`src/rtl/core/dq_pkg.sv`:
```
// ----------------------------------------------------------------------------
// dq_pkg
// Word types and command/result codes shared by the bounded deque block.
// ----------------------------------------------------------------------------
package dq_pkg;

  localparam int unsigned CMD_W  = 4;
  localparam int unsigned DATA_W = 32;
  localparam int unsigned RUN_W  = 7;
  localparam int unsigned KIND_W = 2;

  // Command codes.
  localparam logic [CMD_W-1:0] CMD_PUSH_FRONT = 4'd0;
  localparam logic [CMD_W-1:0] CMD_PUSH_BACK  = 4'd1;
  localparam logic [CMD_W-1:0] CMD_POP_FRONT  = 4'd2;
  localparam logic [CMD_W-1:0] CMD_POP_BACK   = 4'd3;
  localparam logic [CMD_W-1:0] CMD_DELETE     = 4'd4;
  localparam logic [CMD_W-1:0] CMD_CLEAR      = 4'd5;
  localparam logic [CMD_W-1:0] CMD_FIRST_N    = 4'd6;
  localparam logic [CMD_W-1:0] CMD_LAST_N     = 4'd7;
  localparam logic [CMD_W-1:0] CMD_ALL        = 4'd8;

  // Result kinds.
  localparam logic [KIND_W-1:0] KIND_DONE     = 2'd0;
  localparam logic [KIND_W-1:0] KIND_REJECTED = 2'd1;
  localparam logic [KIND_W-1:0] KIND_ENTRY    = 2'd2;
  localparam logic [KIND_W-1:0] KIND_EMPTY    = 2'd3;

  typedef struct packed {
    logic [CMD_W-1:0]         cmd;
    logic signed [DATA_W-1:0] item_value;
    logic [RUN_W-1:0]         run_count;
  } in_word_t;

  typedef struct packed {
    logic [KIND_W-1:0]        result_kind;
    logic signed [DATA_W-1:0] entry_value;
    logic                     last;
  } out_word_t;

endpackage

```
`src/rtl/core/dq_ram.sv`:
```
// ----------------------------------------------------------------------------
// dq_ram
// Generic simple dual-port RAM: one write port, one read port, registered read.
// ----------------------------------------------------------------------------
module dq_ram #(
  parameter int unsigned WIDTH = 32,
  parameter int unsigned DEPTH = 64
) (
  input  logic                     clk,
  input  logic                     we,
  input  logic [$clog2(DEPTH)-1:0] waddr,
  input  logic [WIDTH-1:0]         wdata,
  input  logic                     re,
  input  logic [$clog2(DEPTH)-1:0] raddr,
  output logic [WIDTH-1:0]         rdata
);

  logic [WIDTH-1:0] mem [DEPTH];

  // Read data holds its value until the next read is issued.
  always_ff @(posedge clk) begin
    if (we) begin
      mem[waddr] <= wdata;
    end
    if (re) begin
      rdata <= mem[raddr];
    end
  end

endmodule

```
`src/rtl/core/dq_outq.sv`:
```
// ----------------------------------------------------------------------------
// dq_outq
// Two-word result queue that decouples the sequencer from the output channel.
// ----------------------------------------------------------------------------
module dq_outq (
  input  logic              clk,
  input  logic              rst_n,
  input  logic              push,
  input  dq_pkg::out_word_t push_word,
  output logic              full,
  output logic              out_valid,
  input  logic              out_ready,
  output dq_pkg::out_word_t out_data
);

  dq_pkg::out_word_t word0_r, word0_nxt;
  dq_pkg::out_word_t word1_r, word1_nxt;
  logic [1:0]        cnt_r, cnt_nxt;
  logic              pop;

  assign pop       = out_valid && out_ready;
  assign out_valid = (cnt_r != 2'd0);
  assign out_data  = word0_r;
  assign full      = (cnt_r == 2'd2);

  always_comb begin
    word0_nxt = word0_r;
    word1_nxt = word1_r;
    cnt_nxt   = cnt_r;
    if (pop && push) begin
      if (cnt_r == 2'd1) begin
        word0_nxt = push_word;
      end else begin
        word0_nxt = word1_r;
        word1_nxt = push_word;
      end
    end else if (pop) begin
      word0_nxt = word1_r;
      cnt_nxt   = cnt_r - 2'd1;
    end else if (push) begin
      if (cnt_r == 2'd0) begin
        word0_nxt = push_word;
      end else begin
        word1_nxt = push_word;
      end
      cnt_nxt = cnt_r + 2'd1;
    end
  end

  always_ff @(posedge clk) begin
    word0_r <= word0_nxt;
    word1_r <= word1_nxt;
    if (!rst_n) begin
      cnt_r <= 2'd0;
    end else begin
      cnt_r <= cnt_nxt;
    end
  end

endmodule

```
`src/rtl/core/bounded_deque_with_value_delete.sv`:
```
// ----------------------------------------------------------------------------
// bounded_deque_with_value_delete
// Bounded double-ended queue of words in a ring memory, with delete by value.
// ----------------------------------------------------------------------------
// Each accepted word carries one command. Push, pop, clear and unused codes
// are accepted, then executed, before the next word is taken; execution
// waits while the result queue is full. The emit commands and delete by
// value then walk the ring through the single read port of the entry
// memory, one entry a cycle (emit only while the result queue has room),
// and delete writes survivors back through the write port behind the read. A
// two-word result queue lets the next command start while results wait to be
// taken. Entries are never cleared in the memory; only held entries are read.
module bounded_deque_with_value_delete #(
  parameter int unsigned CAPACITY    = 64,
  parameter int unsigned VALUE_WIDTH = 32
) (
  input  logic              clk,
  input  logic              rst_n,
  input  logic              in_valid,
  output logic              in_ready,
  input  dq_pkg::in_word_t  in_data,
  output logic              out_valid,
  input  logic              out_ready,
  output dq_pkg::out_word_t out_data
);

  localparam int unsigned IW = $clog2(CAPACITY);
  localparam int unsigned CW = $clog2(CAPACITY + 1);

  typedef enum logic [2:0] {
    ST_IDLE,
    ST_EXEC,
    ST_EMIT,
    ST_DEL,
    ST_DONE
  } state_t;

  state_t                    state_r, state_nxt;
  logic [dq_pkg::CMD_W-1:0]  cmd_r, cmd_nxt;
  logic [VALUE_WIDTH-1:0]    val_r, val_nxt;
  logic [dq_pkg::RUN_W-1:0]  n_r, n_nxt;
  logic [IW-1:0]             front_r, front_nxt;
  logic [CW-1:0]             count_r, count_nxt;
  logic [IW-1:0]             rd_slot_r, rd_slot_nxt;
  logic [IW-1:0]             wr_slot_r, wr_slot_nxt;
  logic [CW-1:0]             left_r, left_nxt;
  logic [CW-1:0]             kept_r, kept_nxt;

  logic                      ram_we;
  logic [IW-1:0]             ram_waddr;
  logic [VALUE_WIDTH-1:0]    ram_wdata;
  logic                      ram_re;
  logic [IW-1:0]             ram_raddr;
  logic [VALUE_WIDTH-1:0]    ram_rdata;

  logic                      q_push;
  logic                      q_full;
  dq_pkg::out_word_t         q_word;

  logic [63:0]               in_val64;
  logic [63:0]               rd_val64;
  logic                      full;
  logic [dq_pkg::RUN_W-1:0]  count_ext;
  logic [CW-1:0]             k;
  logic [CW-1:0]             tail_off;
  logic [IW-1:0]             front_dec;
  logic [IW-1:0]             start_slot;

  function automatic logic [IW-1:0] ring_inc(input logic [IW-1:0] x);
    logic [IW-1:0] r;
    r = (x == IW'(CAPACITY - 1)) ? '0 : x + IW'(1);
    return r;
  endfunction

  function automatic logic [IW-1:0] slot_of(input logic [IW-1:0] base,
                                            input logic [IW-1:0] off);
    logic [IW:0] s;
    s = {1'b0, base} + {1'b0, off};
    if (s >= (IW + 1)'(CAPACITY)) begin
      s = s - (IW + 1)'(CAPACITY);
    end
    return s[IW-1:0];
  endfunction

  assign in_ready  = (state_r == ST_IDLE);
  assign in_val64  = {32'b0, in_data.item_value};
  assign rd_val64  = 64'(ram_rdata);
  assign full      = (count_r == CW'(CAPACITY));
  assign count_ext = dq_pkg::RUN_W'(count_r);
  assign k         = (n_r < count_ext) ? n_r[CW-1:0] : count_r;
  assign tail_off  = count_r - k;
  assign front_dec = (front_r == '0) ? IW'(CAPACITY - 1) : front_r - IW'(1);
  assign start_slot = slot_of(front_r, tail_off[IW-1:0]);

  always_comb begin
    state_nxt   = state_r;
    cmd_nxt     = cmd_r;
    val_nxt     = val_r;
    n_nxt       = n_r;
    front_nxt   = front_r;
    count_nxt   = count_r;
    rd_slot_nxt = rd_slot_r;
    wr_slot_nxt = wr_slot_r;
    left_nxt    = left_r;
    kept_nxt    = kept_r;
    ram_we      = 1'b0;
    ram_waddr   = front_r;
    ram_wdata   = val_r;
    ram_re      = 1'b0;
    ram_raddr   = front_r;
    q_push      = 1'b0;
    q_word      = '{result_kind: dq_pkg::KIND_DONE, entry_value: '0, last: 1'b1};

    case (state_r)
      ST_IDLE: begin
        if (in_valid) begin
          cmd_nxt   = in_data.cmd;
          val_nxt   = in_val64[VALUE_WIDTH-1:0];
          n_nxt     = in_data.run_count;
          state_nxt = ST_EXEC;
        end
      end

      ST_EXEC: begin
        if (!q_full) begin
          q_push    = 1'b1;
          state_nxt = ST_IDLE;
          case (cmd_r)
            dq_pkg::CMD_PUSH_FRONT: begin
              if (full) begin
                q_word.result_kind = dq_pkg::KIND_REJECTED;
              end else begin
                ram_we    = 1'b1;
                ram_waddr = front_dec;
                front_nxt = front_dec;
                count_nxt = count_r + CW'(1);
              end
            end
            dq_pkg::CMD_PUSH_BACK: begin
              if (full) begin
                q_word.result_kind = dq_pkg::KIND_REJECTED;
              end else begin
                ram_we    = 1'b1;
                ram_waddr = slot_of(front_r, count_r[IW-1:0]);
                count_nxt = count_r + CW'(1);
              end
            end
            dq_pkg::CMD_POP_FRONT: begin
              if (count_r != '0) begin
                front_nxt = ring_inc(front_r);
                count_nxt = count_r - CW'(1);
              end
            end
            dq_pkg::CMD_POP_BACK: begin
              if (count_r != '0) begin
                count_nxt = count_r - CW'(1);
              end
            end
            dq_pkg::CMD_DELETE: begin
              if (count_r != '0) begin
                q_push      = 1'b0;
                ram_re      = 1'b1;
                ram_raddr   = front_r;
                rd_slot_nxt = ring_inc(front_r);
                wr_slot_nxt = front_r;
                left_nxt    = count_r;
                kept_nxt    = '0;
                state_nxt   = ST_DEL;
              end
            end
            dq_pkg::CMD_CLEAR: begin
              count_nxt = '0;
              front_nxt = '0;
            end
            dq_pkg::CMD_FIRST_N: begin
              if (k == '0) begin
                q_word.result_kind = dq_pkg::KIND_EMPTY;
              end else begin
                q_push      = 1'b0;
                ram_re      = 1'b1;
                ram_raddr   = front_r;
                rd_slot_nxt = ring_inc(front_r);
                left_nxt    = k;
                state_nxt   = ST_EMIT;
              end
            end
            dq_pkg::CMD_LAST_N: begin
              if (count_r == '0) begin
                q_word.result_kind = dq_pkg::KIND_DONE;
              end else if (k == '0) begin
                q_word.result_kind = dq_pkg::KIND_EMPTY;
              end else begin
                q_push      = 1'b0;
                ram_re      = 1'b1;
                ram_raddr   = start_slot;
                rd_slot_nxt = ring_inc(start_slot);
                left_nxt    = k;
                state_nxt   = ST_EMIT;
              end
            end
            dq_pkg::CMD_ALL: begin
              if (count_r != '0) begin
                q_push      = 1'b0;
                ram_re      = 1'b1;
                ram_raddr   = front_r;
                rd_slot_nxt = ring_inc(front_r);
                left_nxt    = count_r;
                state_nxt   = ST_EMIT;
              end
            end
            default: begin
              q_word.result_kind = dq_pkg::KIND_DONE;
            end
          endcase
        end
      end

      // The read data for the current entry is always present here; it holds
      // while the result queue is full because no new read is issued.
      ST_EMIT: begin
        if (!q_full) begin
          q_push             = 1'b1;
          q_word.result_kind = dq_pkg::KIND_ENTRY;
          q_word.entry_value = rd_val64[dq_pkg::DATA_W-1:0];
          q_word.last        = (left_r == CW'(1));
          if (left_r != CW'(1)) begin
            ram_re      = 1'b1;
            ram_raddr   = rd_slot_r;
            rd_slot_nxt = ring_inc(rd_slot_r);
            left_nxt    = left_r - CW'(1);
          end else begin
            state_nxt = ST_IDLE;
          end
        end
      end

      // Survivors are written back at the compacted position, which never
      // runs ahead of the read position, so no read sees a fresh write.
      ST_DEL: begin
        if (ram_rdata != val_r) begin
          ram_we      = 1'b1;
          ram_waddr   = wr_slot_r;
          ram_wdata   = ram_rdata;
          wr_slot_nxt = ring_inc(wr_slot_r);
          kept_nxt    = kept_r + CW'(1);
        end
        if (left_r != CW'(1)) begin
          ram_re      = 1'b1;
          ram_raddr   = rd_slot_r;
          rd_slot_nxt = ring_inc(rd_slot_r);
          left_nxt    = left_r - CW'(1);
        end else begin
          count_nxt = kept_nxt;
          state_nxt = ST_DONE;
        end
      end

      ST_DONE: begin
        if (!q_full) begin
          q_push    = 1'b1;
          state_nxt = ST_IDLE;
        end
      end

      default: begin
        state_nxt = ST_IDLE;
      end
    endcase
  end

  always_ff @(posedge clk) begin
    cmd_r     <= cmd_nxt;
    val_r     <= val_nxt;
    n_r       <= n_nxt;
    rd_slot_r <= rd_slot_nxt;
    wr_slot_r <= wr_slot_nxt;
    left_r    <= left_nxt;
    kept_r    <= kept_nxt;
    if (!rst_n) begin
      state_r <= ST_IDLE;
      front_r <= '0;
      count_r <= '0;
    end else begin
      state_r <= state_nxt;
      front_r <= front_nxt;
      count_r <= count_nxt;
    end
  end

  dq_ram #(
    .WIDTH (VALUE_WIDTH),
    .DEPTH (CAPACITY)
  ) u_store (
    .clk   (clk),
    .we    (ram_we),
    .waddr (ram_waddr),
    .wdata (ram_wdata),
    .re    (ram_re),
    .raddr (ram_raddr),
    .rdata (ram_rdata)
  );

  dq_outq u_outq (
    .clk       (clk),
    .rst_n     (rst_n),
    .push      (q_push),
    .push_word (q_word),
    .full      (q_full),
    .out_valid (out_valid),
    .out_ready (out_ready),
    .out_data  (out_data)
  );

  // The number held never exceeds the ring size.
  a_count_bound: assert property (@(posedge clk) disable iff (!rst_n)
    count_r <= CW'(CAPACITY))
    else $error("entry count above capacity");

  // The front pointer always names a slot of the ring.
  a_front_bound: assert property (@(posedge clk) disable iff (!rst_n)
    front_r <= IW'(CAPACITY - 1))
    else $error("front pointer outside the ring");

  // The sequencer never offers a result to a full queue.
  a_no_overflow: assert property (@(posedge clk) disable iff (!rst_n)
    q_push |-> !q_full)
    else $error("result pushed into a full queue");

  // Compaction can only shrink the store.
  a_delete_shrinks: assert property (@(posedge clk) disable iff (!rst_n)
    (state_r == ST_DEL) |=> (count_r <= $past(count_r)))
    else $error("delete grew the entry count");

  // A survivor write never lands on the slot being read in the same cycle.
  a_no_collision: assert property (@(posedge clk) disable iff (!rst_n)
    (state_r == ST_DEL && ram_we && ram_re) |-> (ram_waddr != ram_raddr))
    else $error("compaction write collides with read");

endmodule
```
`config.mk`:
```
export PLATFORM = sky130hd
export DESIGN_NAME = bounded_deque_with_value_delete
export DESIGN_NICKNAME = d
export VERILOG_FILES = /design/src/rtl/core/dq_pkg.sv /design/src/rtl/core/dq_ram.sv /design/src/rtl/core/dq_outq.sv /design/src/rtl/core/bounded_deque_with_value_delete.sv
export SDC_FILE = /design/constraint.sdc
export NUM_CORES = 2
export LEC_CHECK = 0
export BUFFER_PORTS_ARGS = -buffer_cell sky130_fd_sc_hd__buf_4
export CORE_ASPECT_RATIO = 0.6
export CORE_MARGIN = 4
export CORE_UTILIZATION = 63
export DETAILED_ROUTE_END_ITERATION = 10
export PLACE_DENSITY = 0.79
export SETUP_SLACK_MARGIN = 0.4
export SYNTH_ARGS = -nofsm -noshare
export SYNTH_HDL_FRONTEND = slang
export SYNTH_SLANG_ARGS = --single-unit
```
`constraint.sdc`:
```
create_clock -name clk -period 6.4 [get_ports clk]
set_clock_uncertainty 0.1 [all_clocks]
set_input_delay 0.64 -clock clk [delete_from_list [all_inputs] [get_ports clk]]
set_output_delay 0.64 -clock clk [all_outputs]
set_load 0.01 [all_outputs]
```
# Word-level counts from Yosys, hierarchy flattened
# Memory sizes are Yosys's and may differ from the RTL's. A register that Yosys moved wholly into a read port is not among the register bits.
# Cells that the tools add are included.
dict set report word_totals {
  reg_bits 157
  ram_bits 2048
  wordCells 225
  n_memories 1
}
dict set report op_classes {
  n_addsub 16
  order_cmp 3
  eq_ne 43
  n_mux 111
  n_bitwise 2
  reduce_logical 32
}
# memory words word_bits rd rd_clocked_by_memory_dff wr line_no
set memory_table {}
lappend memory_table {u_store.mem 64 32 1 1 1 dq_ram.sv:18} ;# logic [WIDTH-1:0] mem [DEPTH];
# op count
set op_table {}
lappend op_table {{$mux 35} 11}
lappend op_table {{$mux 6} 28}
lappend op_table {{$mux 7} 15}
lappend op_table {{$pmux 6 s3} 4}
lappend op_table {{$mux 32} 2}
lappend op_table {{$pmux 7 s3} 3}
lappend op_table {{$pmux 6 s2} 3}
lappend op_table {{$mux 33} 1}
lappend op_table {{$ne 32x32->1} 1}
lappend op_table {{$pmux 7 s2} 2}
lappend op_table {{$add 6x1->6 const B} 4}
lappend op_table {{$eq 6x6->1 const B} 4}
lappend op_table {{$ne 2x2->1 const B} 11}
lappend op_table {{$mux 3} 7}
lappend op_table {{$mux 1} 18}
lappend op_table {{$ne 3x3->1 const B} 6}
lappend op_table {{$reduce_and 6->1} 3}
lappend op_table {{$sub 6x1->6 const B} 3}
lappend op_table {{$eq 4x3->1 const B} 4}
lappend op_table {{$mux 2} 8}
lappend op_table {{$pmux 3 s5} 1}
lappend op_table {{$add 6x6->7} 2}
lappend op_table {{$add 7x1->7 const B} 2}
lappend op_table {{$ge 7x7->1 const B} 2}
lappend op_table {{other kinds (39)} 62}

# Longest topological paths before layout
dict set report depth {
  word_depth 13
  ltp_mapped 27
  mapped_depth_nobuf 23
}

# Cells and area by module
# Synthesis repeated with hierarchy kept, for this count alone.
dict set report unflattened {
  cells_unflattened 4379
  hier_area_um2 88976.6
}
# module instances cells_per_inst area_per_inst_um2
set modules_own_cells {}
lappend modules_own_cells {dq_ram 1 3511 79359.9}
lappend modules_own_cells {bounded_deque_with_value_delete 1 735 6782.8}
lappend modules_own_cells {dq_outq 1 133 2834.0}

# Worst setup path before layout
# OpenSTA, ideal clock, no wires.
dict set report synth_path {
  kind {register -> register}
  from {register count_r[1], in the netlist count_ext[1]}
  to {register u_store.rdata[10] (read register of u_store.mem), data pin}
  setup_time_ns 0.272
  arrival_time_ns 5.198
  t_required_ns 6.028
  path_slack_ns 0.830
  stages_incl_launch_ff 23
  path_buffers 3
  synth_period_minus_slack_ns 5.570
  path_cell_list {dfxtp_1 > inv_1 > ha_1 > a21o_1 > a31oi_4 > o221a_2 > clkbuf_1 > o21ai_0 > ha_1 > fa_1 > xnor2_1 > ha_1 > a21oi_1 > a21boi_1 > or4_1 > nand3_1 > xnor3_1 > o31a_1 > buf_6 > nand3_1 > buf_2 > o22ai_1 > or4b_1}
}
dict set report synth_between {
  elab_chain_len 11
  word_cells_on_any_way 21
  classes_between {add/sub (3); order compare (2); mux (13); reduce/logical (3)}
}
# element line_no
set synth_lines {}
lappend synth_lines {{start, declared} bounded_deque_with_value_delete.sv:43} ;# logic [CW-1:0] count_r, count_nxt;
lappend synth_lines {{start signal, assigned} bounded_deque_with_value_delete.sv:286} ;# count_r <= count_nxt;
lappend synth_lines {{$lt 7x7->1} bounded_deque_with_value_delete.sv:90} ;# assign k = (n_r < count_ext) ? n_r[CW-1:0] : count_r;
lappend synth_lines {{$mux 7} bounded_deque_with_value_delete.sv:90}
lappend synth_lines {{$sub 6x6->6} bounded_deque_with_value_delete.sv:91} ;# assign tail_off = count_r - k;
lappend synth_lines {{$add 6x6->7} bounded_deque_with_value_delete.sv:78} ;# s = {1'b0, base} + {1'b0, off};
lappend synth_lines {{$sub 6x1->6 / $ge 7x7->1 (equally long branches)} {bounded_deque_with_value_delete.sv:80, bounded_deque_with_value_delete.sv:79}}
lappend synth_lines {{$mux 6} bounded_deque_with_value_delete.sv:79} ;# if (s >= (IW + 1)'(CAPACITY)) begin
lappend synth_lines {{$mux 6} bounded_deque_with_value_delete.sv:190} ;# end else if (k == '0) begin
lappend synth_lines {{$mux 6} bounded_deque_with_value_delete.sv:188} ;# if (count_r == '0) begin
lappend synth_lines {{$mux 6} --}
lappend synth_lines {{$mux 6} bounded_deque_with_value_delete.sv:125} ;# if (!q_full) begin
lappend synth_lines {{$pmux 6 s3} bounded_deque_with_value_delete.sv:114} ;# case (state_r)
lappend synth_lines {{end, declared} dq_ram.sv:15} ;# output logic [WIDTH-1:0] rdata
# Parallel ways exist; a longest one is shown, timed or not.
# A chain may end at the register's enable or synchronous reset.

# Worst setup path after layout
dict set report layout_path {
  from {register u_store.rdata[30] (read register of u_store.mem)}
  to {memory u_store.mem[27][3] (enable)}
}
dict set report layout_between {
  elab_chain_len 5
  word_cells_on_any_way 7
  classes_between {eq/ne (1); mux (6)}
}
# element line_no
set layout_lines {}
lappend layout_lines {{$ne 32x32->1 *} bounded_deque_with_value_delete.sv:240} ;# if (ram_rdata != val_r) begin
lappend layout_lines {{$mux 1} bounded_deque_with_value_delete.sv:240}
lappend layout_lines {{$pmux 1 s2} bounded_deque_with_value_delete.sv:114}
lappend layout_lines {{$mux 1} dq_ram.sv:22} ;# if (we) begin
lappend layout_lines {{$mux 1 (implied by the code)} dq_ram.sv:23} ;# mem[waddr] <= wdata;
lappend layout_lines {{end, declared} dq_ram.sv:18}
# Mark *: on every way between the ends. The rest lies on a longest branch, timed or not.

==> summary by stage <==
Worst setup path
The worst setup path is captured at a flip-flop. The critical path data arrival time is 6.36 ns. The worst setup path category is flip-flop to flip-flop. The startpoint identified for the worst register-to-register timing path is u_store.rdata[30]. The worst setup path is launched from a flip-flop. At the worst endpoint, the required time is 6.76 ns. The most critical setup path has its startpoint at u_store.rdata[30].

In this run the worst path has a maximum fanout of 22.

Clock network
The clock slew at the register clock pins of the worst setup and hold paths is 0.07 ns. Counting every sink on the clock net gives 2,237. The H-tree was split into 4 levels. TritonCTS created 180 clock buffers.

For the worst-skew pair, the clock arrives at the later sink with an insertion delay of 0.81 ns. The root buffer cell chosen for the clock tree is sky130_fd_sc_hd__clkbuf_16. TritonCTS built the clock tree. In this run the deepest clock path goes through 3 buffers.

Synthesis
The distinct cell type count of the synthesized netlist is 91. The total of flip-flops plus latches after synthesis is 2,237. A synthesized cell averages 19.2 um^2.

The synthesized netlist occupies a cell area of 88,700 um^2. The proportion of synthesized flip-flops having asynchronous set or reset is 0%. The post-synthesis cell count is 4,627. The yosys synthesis warning count is 0.

The net count of the mapped netlist is 4,717. For this run, the leading register cell type out of synthesis is sky130_fd_sc_hd__edfxtp_1. After synthesis, flip-flops and latches occupy 75.5% of the total area. The number of flops mapped to enable cells by yosys is 2,219. In the post-synthesis netlist, the biggest area contributors are sky130_fd_sc_hd__edfxtp_1 (75%), sky130_fd_sc_hd__mux4_2 (11%), sky130_fd_sc_hd__nand2_1 (1.8%). The top cell type by area accounts for 75.1% of the synthesized area. In the synthesized netlist, the cells that appear most often are sky130_fd_sc_hd__edfxtp_1 (2,219), sky130_fd_sc_hd__mux4_2 (424), sky130_fd_sc_hd__nand2_1 (424). In the post-synthesis netlist, the cell with the most instances is sky130_fd_sc_hd__edfxtp_1. The cell taking the most area after synthesis is sky130_fd_sc_hd__edfxtp_1.

Die
The floorplan step set the die height to 299 um. The effective utilization at floorplan is 63.6%. The die outline width is 492 um. The number of top-level pins is 84. The total die area is 147,000 um^2. The initialized floorplan defines 106 standard-cell rows.

The total area inside the core boundary comes to 140,000 um^2.

STA
The number of failing hold endpoints at the final stage came to 0. Setup repair after global routing left no endpoint under its margin. The ratio of final minimum period to clock period is 93.8%. The highest clock frequency the design can meet is 167 MHz. At the pin with the least slew margin, the transition time is 1.42 ns. Headroom to the max-slew limit came out at 5.31%.

The final max-slew violation count is 0. The post-route worst hold slack is 0.0609 ns. Subtracting the final worst setup slack from the clock period gives 6.00 ns.

The final count of negative-setup-slack endpoints is 0. In the final timing run, aggregate negative setup slack is 0 ns.

Routing
The DRC violation count after routing is 0. The number of nets with antenna violations after detailed routing is 0. The count of TritonRoute iterations in the first routing pass is 8. After detailed routing, the average wire length per cell comes to 36.4 um. In the routed layout, each cell is associated on average with a via count of 7.26. The routed design has 254 mm of wire. The violation count after the first detailed-route iteration is 9,756.

Detailed routing inserted a total of 50,700 vias.

Global route
The number of antenna violations at the first check in global routing is 4. The via count of the first global-routing pass came to 49,300. The overall routing resource usage is 33.8%. Entering global routing, the biggest net connects 89 pins.

The global-route wire length before repair is 357 mm. The total grt overflow is 0.

Outcome
The flow ran to the end, and the final reports show no timing, DRC or antenna violations.

Finish
Of the cells placed in the final design, the portion with a size suffix greater than 1 is 23.4%. At the end of the flow, the number of nets in the layout was 5,034. Compared with the post-synthesis result, the final layout area differs by 12.2%.

Placed design
The detailed-placement wirelength estimate is 138 mm. The weighted congestion at the end of routability-driven global placement is 0.919. Port buffering added 83 buffers.

Hold path
The origin of the worst min-delay path is rst_n. In this run the worst hold path is classified as input port to flip-flop.

Run
The max-capacitance violation count is 0.

Power and ir drop
Across the VDD grid, the largest voltage drop is 445 uV. The power per standard cell area is 299 nW/um^2. The total leakage power is 0.0319 uW.
[what timing repair did]
action	4_1_cts	5_1_grt
gates cloned	3	7
endpoints found under the hold margin	43	0
hold buffers	43	0
endpoints found under the setup margin	31	32
resized for setup	16	26
pin swaps	4	9
setup buffers	2	12
[placed cells by master (no fill, tap or decap), types with 63 or more instances in the layout]
| master | n |
|---|---|
| sky130_fd_sc_hd__buf_4 | 281 |
| sky130_fd_sc_hd__mux4_2 | 424 |
| sky130_fd_sc_hd__nand2_1 | 423 |
| sky130_fd_sc_hd__edfxtp_1 | 2219 |
| sky130_fd_sc_hd__mux2i_1 | 87 |
| sky130_fd_sc_hd__o21ai_0 | 63 |
| sky130_fd_sc_hd__nand3_1 | 72 |
| sky130_fd_sc_hd__nor2_1 | 118 |
| sky130_fd_sc_hd__clkbuf_16 | 188 |
| sky130_fd_sc_hd__a21oi_1 | 137 |
| sky130_fd_sc_hd__nor2_4 | 68 |
| sky130_fd_sc_hd__mux2_2 | 70 |
[metrics by stage]
step	instance area [um^2]	total power, uW	std cells	utilization [%]	worst slack, ns
after global routing	99500	30500	6977	71.3	0.296
after CTS	99100	29600	6958	71.0	0.424
after floorplan	88700	18200	4627	-	0.830
final	99500	29700	6978	71.3	0.397
after detailed placement	93100	19100	6585	66.8	0.0204
after global placement	93100	19100	6585	66.8	0.136
[worst paths after layout]
kind / to / slack (ns) / cells after the start
hold / removal: front_r[0] / 0.06 / 3
setup reg to reg: u_store.mem[27][3] / 0.40 / 10
hold reg to reg: u_outq.cnt_r[1] / 0.42 / 2
setup / recovery: u_store.mem[27][3] / 0.40 / 10
[critical path: stages, from the launching register on]
cell and delay [ns]:
sky130_fd_sc_hd__edfxtp_1 0.61, sky130_fd_sc_hd__xor2_1 0.30, sky130_fd_sc_hd__nor4_1 0.79, sky130_fd_sc_hd__nand4_1 0.21, sky130_fd_sc_hd__nor2_1 0.85, sky130_fd_sc_hd__nor2_4 0.14, sky130_fd_sc_hd__a222oi_1 0.63, sky130_fd_sc_hd__nor2b_1 0.25
sky130_fd_sc_hd__nand2_1 0.64, sky130_fd_sc_hd__nor2_4 0.74, sky130_fd_sc_hd__buf_12 0.33
[where the power goes]
part / switching, uW / total [uW] / internal (uW)
clock network: 5210 / 10700 / 5480
logic: 1600 / 2570 / 963
registers: 88.4 / 16400 / 16400
total: 6900 / 29700 / 22800
[registers in the layout, indices dropped and copies added, names as in the netlist, 3 cells and up]
register         cells
cmd_r                4
count_ext            7
front_r              6
kept_r               7
left_r               7
n_r                  7
rd_slot_r            6
state_r              3
u_outq.out_data     35
u_outq.word1_r      35
u_store.mem       2048
u_store.rdata       32
val_r               32
wr_slot_r            6
[logic make-up (layout without fill, tap and decap cells)]
kind of cell / Yosys count / count (layout) / synth area share (%)
xor gates and xnor gates: 75 / 75 / 0.756
adders and majority gates: 43 / 43 / 0.640
other: 0 / 1 / 0
AOI/OAI and AO/OA: 526 / 526 / 4.10
muxes: 589 / 589 / 12.9
buffers and inverters: 275 / 732 / 1.62
and+or+nand+nor: 882 / 885 / 4.48
DFF: 2237 / 2237 / 75.5
[layout make-up]
cell class	instances	area [um^2]
antenna	1	2.50
clock buffer	235	4780
clock inverter	90	604
fill	7813	40000
inverter	35	131
multi-input combinational	2118	21100
sequential	2237	67000
tap	1890	2360
timing repair buffer	372	3510
[per-layer routing]
layer	track usage [%]	share of wire [%]
met5	0	0.021
met2	48.8	44
met4	14.1	5.2
met3	9.65	16
met1	49.6	35
Note: power is estimated with default switching activity, not from simulation.
